--- src/rtl/hmr_pkg.sv ---
package hmr_pkg;

  // Fixed payload widths of the two channels
  localparam int HEIGHT_IN_W = 16;
  localparam int AREA_W      = 26;

  // Largest area that fits the result field; larger products saturate here
  localparam logic [AREA_W-1:0] AREA_MAX = {AREA_W{1'b1}};

  // Commands from the controller to the datapath
  typedef struct packed {
    logic load_bar;     // store the transferred bar or flag overflow
    logic start_left;   // begin left-boundary pass at bar 0
    logic push_left;    // record left bound, push bar, advance
    logic start_right;  // begin right pass at the last bar, clear best area
    logic push_right;   // compute area, push bar, step back
    logic pop;          // drop the stack top
    logic emit;         // load result register, start a new histogram
  } cmd_t;

  // Status from the datapath to the controller
  typedef struct packed {
    logic pop_ok;     // stack not empty and current bar <= top height
    logic at_end_up;  // index is the last stored bar
    logic at_zero;    // index is bar 0
    logic out_free;   // result register can take a new result
  } sts_t;

endpackage

--- src/rtl/hmr_ctrl.sv ---
module hmr_ctrl (
  input  logic          clk_i,
  input  logic          rst_ni,
  input  logic          in_valid_i,
  input  logic          in_last_i,
  input  hmr_pkg::sts_t sts_i,
  output logic          in_ready_o,
  output hmr_pkg::cmd_t cmd_o
);

  typedef enum logic [2:0] {
    ST_IDLE,
    ST_L_WAIT,
    ST_L_STEP,
    ST_R_WAIT,
    ST_R_STEP,
    ST_R_DRAIN,
    ST_EMIT
  } state_e;

  state_e state_q, state_d;

  // Next state and command decode
  always_comb begin
    state_d    = state_q;
    cmd_o      = '0;
    in_ready_o = 1'b0;
    unique case (state_q)
      ST_IDLE: begin
        in_ready_o = 1'b1;
        if (in_valid_i) begin
          cmd_o.load_bar = 1'b1;
          if (in_last_i) begin
            cmd_o.start_left = 1'b1;
            state_d          = ST_L_WAIT;
          end
        end
      end
      // height read of the current bar settles
      ST_L_WAIT: state_d = ST_L_STEP;
      ST_L_STEP: begin
        if (sts_i.pop_ok) begin
          cmd_o.pop = 1'b1;
        end else begin
          cmd_o.push_left = 1'b1;
          if (sts_i.at_end_up) begin
            cmd_o.start_right = 1'b1;
            state_d           = ST_R_WAIT;
          end else begin
            state_d = ST_L_WAIT;
          end
        end
      end
      ST_R_WAIT: state_d = ST_R_STEP;
      ST_R_STEP: begin
        if (sts_i.pop_ok) begin
          cmd_o.pop = 1'b1;
        end else begin
          cmd_o.push_right = 1'b1;
          state_d = sts_i.at_zero ? ST_R_DRAIN : ST_R_WAIT;
        end
      end
      // last product folds into the best area
      ST_R_DRAIN: state_d = ST_EMIT;
      ST_EMIT: begin
        if (sts_i.out_free) begin
          cmd_o.emit = 1'b1;
          state_d    = ST_IDLE;
        end
      end
      default: state_d = ST_IDLE;
    endcase
  end

  always_ff @(posedge clk_i or negedge rst_ni) begin
    if (!rst_ni) begin
      state_q <= ST_IDLE;
    end else begin
      state_q <= state_d;
    end
  end

endmodule

--- config.mk ---
export PLATFORM = sky130hd
export DESIGN_NAME = hmr_ctrl
export DESIGN_NICKNAME = d
export VERILOG_FILES = /design/src/rtl/hmr_pkg.sv /design/src/rtl/hmr_ctrl.sv
export SDC_FILE = /design/constraint.sdc
export NUM_CORES = 1
export LEC_CHECK = 0
export BUFFER_PORTS_ARGS = -buffer_cell sky130_fd_sc_hd__buf_2
export CAP_MARGIN = 0
export CORE_AREA = 2 2 39 41
export CTS_CLUSTER_DIAMETER = 50
export CTS_CLUSTER_SIZE = 28
export DETAILED_ROUTE_END_ITERATION = 8
export DIE_AREA = 0 0 41 43
export PLACE_DENSITY = 0.45
export SETUP_SLACK_MARGIN = 0.3
export SLEW_MARGIN = 20
export SYNTH_ARGS = -nofsm -noshare
export SYNTH_HDL_FRONTEND = slang
export SYNTH_SLANG_ARGS = --single-unit
--- constraint.sdc ---
create_clock -name clk_i -period 1.3 [get_ports clk_i]
set_input_delay 0.13 -clock clk_i [delete_from_list [all_inputs] [get_ports clk_i]]
set_output_delay 0.13 -clock clk_i [all_outputs]
set_load 0.02 [all_outputs]
## Yosys cells after proc, flatten, opt, wreduce, memory -nomap -nowiden

Cells that the tools add are included.

| storage, ports and cells | value |
|---|---|
| bits in registers | 3 |
| latch bits | 0 |
| memory bits (writable) | 0 |
| ROM bits | 0 |
| input port bits | 8 |
| output and inout bits | 8 |
| word-level logic and storage cells | 36 |
| memories kept | 0 |

| operators by class | value |
|---|---|
| $add $sub $neg | 0 |
| multipliers | 0 |
| div/mod/pow operators | 0 |
| $lt $le $gt $ge | 0 |
| equality and inequality tests | 11 |
| shifts and indexed selects | 0 |
| muxes and demuxes | 21 |
| bitwise operators | 0 |
| reductions and logical operators | 3 |

Operator list:

| kind | number |
|---|---|
| $pmux W3 S7 | 1 |
| $mux W3 | 6 |
| $mux W2 | 5 |
| $ne A2 B2 Y1 const B | 5 |
| $eq A3 B3 Y1 const B | 3 |
| $mux W1 | 9 |
| $eq A3 B2 Y1 const B | 2 |
| $reduce_and A5 Y1 | 1 |
| $eq A3 B1 Y1 const B | 1 |
| $logic_not A3 Y1 | 1 |
| $reduce_or A2 Y1 | 1 |

## Logic depth before layout (Yosys ltp)

Gate-level depths: netlist (run 1).

| depth | value |
|---|---|
| depth after elaboration | 3 |
| depth in mapped cells | 4 |
| gate-level depth less buffers | 3 |

## Worst setup path after synthesis (run 1)

Ideal clock, no wire load.

| timing | value |
|---|---|
| kind | flip-flop to output port |
| start | register state_q[2] |
| end | output port cmd_o[2] in the netlist's numbering |
| arrival | 1.232 ns |
| data required time | 1.170 ns |
| path slack | -0.062 ns |
| cell stages (with the launch flop) | 4 |
| buffers on the path | 1 |
| cell sequence | dfrtp_1 buf_4 inv_1 nor4_1 |

RTL lines:

| item | RTL line | source |
|---|---|---|
| start: declaration | hmr_ctrl.sv:21 | `state_e state_q, state_d;` |
| start signal: assignment | hmr_ctrl.sv:79 | `state_q <= state_d;` |
| end: declaration | hmr_ctrl.sv:8 | `output hmr_pkg::cmd_t cmd_o` |

==> summary.txt, run 1 <==
Finish
  – Largest regs: state_q x3
  – Layout cells sized above 1: between 60 and 70%
  – Final Net Count: 64
  – # diodes: 0
  – Area grow syn2layout: 89.8%
  – Max reg flops: 3
  – Final Cell Area: 537 sq um
  – Most flop-heavy register: state_q
  – Non-filler cells, final: slightly above 70

Clock network
  – CTS tree: done
  – Root Driver: clkbuf_4
  – Number of buffers created by CTS: 3
  – Num Clock Sinks: 3
  – Clk buf depth: 2
  – Htree depth: 1
  – Clock Latency Late Sink: approximately 0.23 ns
  – Reg clk slew, reported paths: around 0.040 ns

Route
  – Drt pass-1 iters: 4
  – DRC violations left: 0
  – Iteration-0 DRC Markers: 6
  – Routed WL: ~700 microns
  – Vias per cell: 4.49
  – Routed Antenna Nets: 0
  – Wire per inst: slightly below 10 microns
  – Vias: between 300 and 400

Placed design
  – RePlAce Congestion: 0.642
  – Worst Setup Slack post-DPL: about 0.050 ns
  – I/O Buffers: 15
  – Final HPWL DP: 495 microns
  – Dpl cell area: approximately 400 sq um
  – Dpl cells: 61

Yosys
  – Mux contribution to synthesized area: 0%
  – Mapped Avg Cell Area: just over 9 sq um
  – Post-Synthesis Cell Area: between 200 and 300 sq um
  – Post-synth top area cell: dfrtp_1
  – Compound-cell area share of the yosys netlist: ~16%
  – Post-Synth Simple-Gate Area: 42.0%
  – Largest family of logic cells by synthesized area: simple AND/OR/NAND/NOR gates
  – Area contributors post-synth: dfrtp_1 27%, buf_6 8.0%, nor3_4 5.8%
  – Post-synthesis sequential area ratio: 26.5%
  – FF+latch count, synth: 3
  – Post-synthesis cell type count: 25
  – Synth Instances: 31
  – Syn_nets: 39
  – Syn. warnings: 0
  – Synth top area share: a little over a quarter
  – Adder-cell share of the synthesized area: 0%
  – Post-Synth XOR/XNOR Area: between 3 and 4%

Hold path
  – Hold Path Class: in -> reg
  – Beginning of the worst hold path: sts_i[2]
  – Min-Delay Endpoint: state_q[1]$_DFFE_PN0P_
  – Worst hold path stage count: 3

Critical path
  – CP max FO: 6
  – CP arrival: about 1.2 ns
  – Critical path class: reg -> out
  – Crit-path cells: nand2b_4, nor3_4, and2_4, buf_6
  – Delay-heaviest family, CP: flip-flops
  – Worst Path Required: roughly 1.2 ns
  – Reg-to-Reg Start: state_q[1]$_DFFE_PN0P_
  – RR Endpoint: state_q[0]$_DFFE_PN0P_
  – Register-to-Register Path Depth: 3
  – Crit. End Element: primary output
  – CP max-delay cell: dfrtp_2
  – Flop-to-flop setup slack: 0.22 ns
  – Max stage delay on crit path: about 0.45 ns
  – Worst path bufs/invs: 1
  – CP startpoint kind: flip-flop

STA
  – Clk_skew: approximately 0.0010 ns
  – Hold Vio Cnt, Final: 0
  – Slew Viols, Final: 0
  – Tcrit/Tclk final: 105%
  – RSZ-0062 raised after global routing: yes
  – Achievable Freq: 730 MHz
  – Rel. slew slack: around 87%
  – Worst setup margin: -0.0691 ns
  – Period minus WS final: 1.37 ns
  – Setup violations, final: 6
  – Worst-Margin Slew: approximately 0.20 ns

Flow run
  – MaxCap Viol Count: 0

GRT
  – Largest net degree at the start of global routing: 9
  – Gr ovfl total: 0
  – Global-route wire length before repair: between 1000 and 1500 microns
  – Vias in the first global route: approximately 280
  – Initial antenna violation count: 0
  – Overall Global Routing Usage: about a tenth

Die
  – I/O pin cnt: 16
  – Std cell rows: 14
  – Core area: 1380 sq um
  – Die H: approximately 43 microns
  – Starting density of the core: between 20% and 30%
  – Die width: around 41 microns
  – Total die area: about 1800 sq um

Pwr
  – Leak pwr: ~0.00024 uW
  – Power density over the cells: roughly 2200 nW/um^2
  – Worst VDD drop: roughly 0.00076 V

Outcome
  – Status: finished with violations
  – Failing checks: setup timing
==> layout by cell type, fill, tap and decap left out, types with 2 or more instances in the layout <==
cell and n:
buf_2 9, buf_4 5, nor2_1 2, nor3_4 2, nor3_1 2, and2_4 2, dfrtp_2 2, clkbuf_4 3
buf_6 7
==> logic make-up after synthesis <==
kind of cell / count (synthesis)
buffers and inverters: 4
AOI/OAI and AO/OA: 7
DFF: 3
and+or+nand+nor: 16
xor gates and xnor gates: 1
==> layout make-up <==
type | count | area, sq um
multi-input cells | 24 | 215
inverters | 1 | 6.26
clock buffers | 4 | 26.3
flip-flops and latches | 3 | 77.6
well taps | 16 | 20.0
fillers | 154 | 847
repair buffers | 23 | 191
==> repair_timing <==
item	in CTS	in global routing
pin swaps	4	1
hold buffers	1	0
hold endpoints to repair	3	0
resized for setup	19	2
setup buffers	4	1
setup endpoints to repair	11	11
==> through the flow <==
step | hold slack (ns) | utilization (%) | total power [uW] | TNS (ns)
after floorplan | -0.166 | - | 683 | 0
after global placement | -0.0713 | 28.8 | 789 | 0
after detailed placement | -0.0703 | 28.8 | 790 | 0
after CTS | 0.165 | 37.8 | 1140 | -0.296
after global routing | 0.224 | 38.8 | 1270 | -0.656
final | 0.187 | 38.8 | 1170 | -0.198
==> worst max path at each step <==
stage / startpoint / end / slack [ns] / cells past startpoint
global placement: state_q[1]$_DFFE_PN0P_ / cmd_o[5] / 0.07 / 3
global route: state_q[0]$_DFFE_PN0P_ / cmd_o[3] / -0.14 / 4
floorplan: state_q[0]$_DFFE_PN0P_ / cmd_o[3] / 0.08 / 4
finish: state_q[0]$_DFFE_PN0P_ / cmd_o[3] / -0.07 / 4
detailed placement: state_q[1]$_DFFE_PN0P_ / cmd_o[3] / 0.05 / 4
CTS: state_q[0]$_DFFE_PN0P_ / cmd_o[3] / -0.09 / 4
==> worst min-delay path: stages <==
cell and delay [ns]:
buf_2 0.09, nor3_1 0.04, o22ai_1 0.11
==> per-layer routing <==
| layer | up-vias | wire length [microns] | track usage (%) |
|---|---|---|---|
| li1 | 163 | - | - |
| met1 | 142 | 307 | 13.4 |
| met3 | 0 | 47 | 1.57 |
| met2 | 14 | 334 | 12.2 |
| met5 | - | 0 | 0 |
| met4 | 0 | 0 | 8.00 |
==> Yosys cell counts, drive strengths merged <==
cell type,n
a21oi,1
a311oi,1
a31oi,1
and2,2
and3,1
and4bb,1
buf,3
dfrtp,3
inv,1
nand2,1
nand2b,2
nor2,2
nor2b,1
nor3,4
nor3b,1
nor4,1
o21a,1
o21ai,1
o22ai,1
o31ai,1
xnor2,1
==> report_power, final <==
part / internal (uW) / switching [uW]
registers: 140 / 85.1
logic: 442 / 341
clock network: 115 / 48.4
total: 698 / 474
Power figures use the tool's default switching activity.
==> run 2, diff against run 1 <==
ABC_AREA = 1   (was default)
PLACE_DENSITY = 0.47   (was 0.45)
==> summary.txt, run 2 <==
Outcome
  – Status: finished with violations
  – Failing checks: setup timing

Clock network
  – Number of buffers created by CTS: 3
  – Root Driver: clkbuf_4
  – Num Clock Sinks: 3
  – CTS tree: done
  – Reg clk slew, reported paths: about 0.040 ns
  – Clock Latency Late Sink: 0.23 ns
  – Htree depth: 1
  – Clk buf depth: 2

STA
  – Slew Viols, Final: 0
  – Rel. slew slack: between 80% and 90%
  – Hold Vio Cnt, Final: 0
  – Clk_skew: between 0.003 and 0.004 ns
  – Achievable Freq: 737 MHz
  – Worst-Margin Slew: 0.154 ns
  – Tcrit/Tclk final: 104%
  – Setup violations, final: 3
  – Setup TNS: -0.100 ns
  – RSZ-0062 raised after global routing: yes
  – Worst setup margin: -0.0561 ns
  – Period minus WS final: roughly 1.4 ns

Route
  – Routed WL: approximately 800 microns
  – Wire per inst: about 8.9 microns
  – Vias per cell: between 4 and 5
  – DRC violations left: 0
  – Drt pass-1 iters: 2
  – Iteration-0 DRC Markers: 4
  – Vias: between 300 and 400
  – Routed Antenna Nets: 0

Finish
  – Most frequent cells in the layout: 10 x nand2_1, 8 x buf_4, 7 x buf_2, 7 x buf_6, 6 x nor2_4
  – Largest regs: state_q x3
  – Storage element area: between 70 and 80 sq um
  – Final core occ: 44.2%
  – Max reg flops: 3
  – Area grow syn2layout: 103%
  – Multi-input gate area: around 270 sq um
  – Commonest non-fill, non-tap cell in the layout: nand2_1
  – Non-filler cells, final: 91
  – Final Net Count: 84
  – Final Cell Area: about 600 sq um
  – Layout cells sized above 1: 69.3%
  – Filler instances: between 100 and 150
  – # diodes: 0
  – Most flop-heavy register: state_q

Yosys
  – FFs w/ async S/R, synth: 100%
  – Synth top area share: between 20 and 25%
  – Post-synth top area cell: dfrtp_1
  – Post-synthesis sequential area ratio: approximately a quarter
  – Syn_nets: between 50 and 60
  – Count leader, synth: nand2_1
  – EDFF count, synth: 0
  – Area contributors post-synth: dfrtp_1 25%, nand2_1 14%, nand3_1 10%
  – Post-synth top flop: dfrtp_1
  – Post-synthesis cell type count: 12
  – Synth Instances: 48
  – Post-synth top cells: 11 x nand2_1, 7 x nor2_1, 6 x inv_1, 6 x nand3_1
  – Post-Synthesis Cell Area: ~300 sq um
  – Syn. warnings: 0
  – FF+latch count, synth: 3
  – Mapped Avg Cell Area: approximately 6.3 sq um

Flow run
  – MaxCap Viol Count: 0

Critical path
  – Critical path class: reg -> out
  – Delay-heaviest family, CP: flip-flops
  – Crit-path cells: nor2_4, nand2_4, nor3b_4, buf_6
  – Worst path bufs/invs: 1
  – Worst Path Required: about 1.2 ns
  – CP startpoint kind: flip-flop
  – Max stage delay on crit path: 0.44 ns
  – CP max-delay cell: dfrtp_2
  – CP max FO: 4
  – CP arrival: approximately 1.2 ns
  – Crit. End Element: primary output

GRT
  – Global-route wire length before repair: 1300 microns
  – Overall Global Routing Usage: between 10% and 20%
  – Gr ovfl total: 0
  – Largest net degree at the start of global routing: 7
  – Initial antenna violation count: 0
  – Vias in the first global route: 370

Pwr
  – P_int: 726 uW
  – Power density over the cells: around 2300 nW/um^2
  – Worst VDD drop: between 0.0009 and 0.001 V
  – Leak pwr: 0.000320 uW
  – Seq pwr share: between 10% and 20%
  – Clock share of power: between 10% and 20%
  – NetSw: 673 uW
  – Logic gate share of total power: 72.5%
  – Sw frac: between 40% and 50%

Placed design
  – Dpl cell area: between 400 and 500 sq um
  – Dpl cells: 79
  – Worst Setup Slack post-DPL: between 0.1 and 0.15 ns
  – I/O Buffers: 15
  – Final HPWL DP: 521 microns
  – RePlAce Congestion: ~0.73

Die
  – Die H: around 43 microns
  – Total die area: between 1500 and 2000 sq um
  – Starting density of the core: between 20% and 30%
  – Core area: 1380 sq um
  – I/O pin cnt: 16
  – Die width: about 41 microns
  – Std cell rows: 14

Hold path
  – Hold Path Class: in -> async
[run 2: routing by layer]
layer | part of all wire (%) | GRT usage (%)
met1 | 36 | 11.3
met2 | 59 | 16.9
met3 | 4.1 | 2.62
met4 | 0 | 8.67
met5 | 0 | 0
[run 2: cell type report]
cell class / instances / area share (%)
multi-input combinational: 36 / 43.6
sequential: 3 / 12.9
clock buffer: 4 / 4.29
timing repair buffer: 23 / 30.1
tap: 16 / 3.27
inverter: 9 / 5.93
[run 2: worst register-to-register path, stage by stage, from the launching register on]
cell and delay, ns:
dfrtp_2 0.43, nor2_4 0.14, nand2_2 0.09, buf_6 0.13, nor2_4 0.09, nor2_4 0.05
nand3_1 0.08, nand2_1 0.06
[run 2: logic make-up (layout without fill, tap and decap cells)]
| kind of cell | Yosys count | count (layout) | share of synthesized area (%) |
|---|---|---|---|
| and+or+nand+nor | 35 | 35 | 62.2 |
| buffers and inverters | 9 | 36 | 11.2 |
| DFF | 3 | 3 | 24.9 |
| AOI/OAI and AO/OA | 1 | 1 | 1.66 |
[run 2: repair_timing]
action	in CTS	in global routing
gates resized for setup	22	9
hold endpoints to repair	3	0
gates cloned	0	0
hold buffers	1	0
setup buffers	6	1
pin swaps	3	5
endpoints found under the setup margin	11	11
[run 2: path summary, 6_finish.rpt]
path	cells past startpoint	to	from	slack, ns
min	2	state_q[0]$_DFFE_PN0P_	rst_ni	0.22
max in group asynchronous	2	state_q[2]$_DFFE_PN0P_	rst_ni	0.96
min reg2reg	2	state_q[2]$_DFFE_PN0P_	state_q[2]$_DFFE_PN0P_	0.57
max	4	cmd_o[3]	state_q[0]$_DFFE_PN0P_	-0.06
min in group clk_i	4	state_q[0]$_DFFE_PN0P_	sts_i[3]	0.30
max reg2reg	7	state_q[1]$_DFFE_PN0P_	state_q[1]$_DFFE_PN0P_	0.10
[run 2: through the flow]
| step | hold WS, ns | power, uW |
|---|---|---|
| floorplan | -0.166 | 712 |
| global placement | -0.0716 | 858 |
| detailed placement | -0.0733 | 854 |
| CTS | 0.207 | 1310 |
| global route | 0.216 | 1520 |
| finish | 0.218 | 1400 |
[run 2: power groups by stage]
stage / clock network, uW / logic, uW / registers [uW]
floorplan: 0 / 510 / 202
global placement: 0 / 644 / 213
detailed placement: 0 / 640 / 213
CTS: 172 / 919 / 220
global route: 182 / 1110 / 229
finish: 163 / 1010 / 222
==> run 3, diff against run 2 <==
PLACE_DENSITY = 0.46   (was 0.47)
==> summary.txt, run 3 (synthesis gave the netlist of run 2 again) <==
Critical path
  – Worst Path Required: 1.17 ns
  – CP startpoint kind: flip-flop
  – CP arrival: roughly 1.2 ns
  – CP max FO: 3
  – Crit. End Element: primary output
  – Critical path class: reg -> out

GRT
  – M3 GR Usage: between 3 and 4%
  – Largest net degree at the start of global routing: 7
  – Global Route met2 Usage: roughly 16%
  – Global route hottest layer: met2
  – GR Util met1: around 13%
  – Gr ovfl total: 0
  – Initial antenna violation count: 0
  – Global-route wire length before repair: around 1300 microns
  – Overall Global Routing Usage: 10.9%
  – Vias in the first global route: 340

Finish
  – Most flop-heavy register: state_q
  – Storage element area: between 70 and 80 sq um
  – Final Net Count: 86
  – Layout cells sized above 1: between 70% and 80%
  – Area grow syn2layout: 107%
  – Non-filler cells, final: a little over 90
  – Filler instances: roughly 140
  – # diodes: 0
  – Largest regs: state_q x3
  – Most frequent cells in the layout: 10 x nand2_1, 9 x buf_4, 8 x buf_6
  – Max reg flops: 3
  – Multi-input gate area: 262 sq um
  – Commonest non-fill, non-tap cell in the layout: nand2_1

STA
  – Achievable Freq: 747 MHz
  – Hold Vio Cnt, Final: 0
  – Clk_skew: about 0.00013 ns
  – Tcrit/Tclk final: 103%
  – Rel. slew slack: 87.6%
  – Worst setup margin: -0.0385 ns
  – Worst-Margin Slew: roughly 0.19 ns
  – Slew Viols, Final: 0
  – Period minus WS final: 1.34 ns
  – RSZ-0062 raised after global routing: yes
  – Setup violations, final: 3

Clock network
  – Reg clk slew, reported paths: approximately 0.03 ns
  – Num Clock Sinks: 3
  – CTS tree: done
  – Clock Latency Late Sink: between 0.2 and 0.25 ns
  – Number of buffers created by CTS: 3
  – Root Driver: clkbuf_4
  – Clk buf depth: 2
  – Htree depth: 1

Route
  – Iteration-0 DRC Markers: 3
  – DRC violations left: 0
  – Drt pass-1 iters: 3
  – Routed WL: between 700 and 800 microns
  – Routed Antenna Nets: 0
  – Vias per cell: approximately 4
  – Wire per inst: 8.25 microns
  – Vias: ~370

Hold path
  – Hold Path Class: in -> async

Flow run
  – MaxCap Viol Count: 0

Outcome
  – Status: finished with violations
  – Failing checks: setup timing

Die
  – Std cell rows: 14
  – Starting density of the core: 21.8%
  – Total die area: around 1800 sq um
  – I/O pin cnt: 16
  – Die width: roughly 41 microns
  – Core area: ~1400 sq um
  – Die H: between 40 and 50 microns

Pwr
  – Power density over the cells: between 2000 and 2500 nW/um^2
  – Worst VDD drop: ~0.0011 V
  – Leak pwr: approximately 0.00033 uW
  – Power Total: about 1400 uW

Placed design
  – Final HPWL DP: a little over 500 microns
  – I/O Buffers: 15
  – Worst Setup Slack post-DPL: just over 0.1 ns
  – RePlAce Congestion: roughly 0.7
  – Dpl cells: just under 80
## run 3: cell count changes in the layout (fill, tap and decap cells not counted), sizes merged
cell / change
buf: +2
## run 3: area by class of cell
class | instances | share of cell area [%]
Clock buffer | 4 | 4.20
Inverter | 9 | 5.80
Multi-Input combinational cell | 36 | 41.8
Sequential cell | 3 | 12.6
Tap cell | 16 | 3.20
Timing Repair Buffer | 25 | 32.4
## run 3: per-layer routing
metal	vias to the layer above	part of all wire (%)	wire, microns
li1	202	-	-
met1	162	40	310
met2	8	56	426
met3	0	3.9	30
met4	0	0	0
met5	-	0	0
## run 3: worst paths after layout
kind / startpoint / end / slack [ns] / cells after the start
worst max-delay path: state_q[1]$_DFFE_PN0P_ / cmd_o[3] / -0.04 / 5
worst min-delay path: rst_ni / state_q[1]$_DFFE_PN0P_ / 0.22 / 2
worst max register to register: state_q[0]$_DFFE_PN0P_ / state_q[2]$_DFFE_PN0P_ / 0.08 / 8
worst min register to register: state_q[2]$_DFFE_PN0P_ / state_q[2]$_DFFE_PN0P_ / 0.59 / 2
max in group asynchronous: rst_ni / state_q[2]$_DFFE_PN0P_ / 0.97 / 2
min in group clk_i: sts_i[2] / state_q[1]$_DFFE_PN0P_ / 0.30 / 5
## run 3: worst max-delay path: stages, from the launching register on
cell     delay, ns
dfrtp_2       0.40
inv_2         0.06
nor2_4        0.13
nand2_4       0.08
nor3b_4       0.18
buf_6         0.14
## run 3: power breakdown
part	total [uW]	internal (uW)	switching (uW)
Clock	160	115	45.1
Sequential	228	146	81.8
Combinational	1060	510	547
## run 3: through the flow
step                      util, %  hold WS [ns]  cell area [sq um]  TNS [ns]
after floorplan                 -        -0.166                324         0
after global placement       30.3       -0.0730                419         0
after detailed placement     30.3       -0.0732                419         0
after CTS                    42.0         0.207                581   -0.0954
after global routing         45.2         0.227                626    -0.469
final                        45.2         0.219                626   -0.0505
## run 3: repair_timing
| action | 4_1_cts | 5_1_grt |
|---|---|---|
| endpoints found under the hold margin | 3 | 0 |
| pin swaps | 7 | 2 |
| hold buffers | 1 | 0 |
| gates resized for setup | 23 | 8 |
| endpoints found under the setup margin | 11 | 11 |
| setup buffers | 7 | 2 |
| cloned | 0 | 0 |
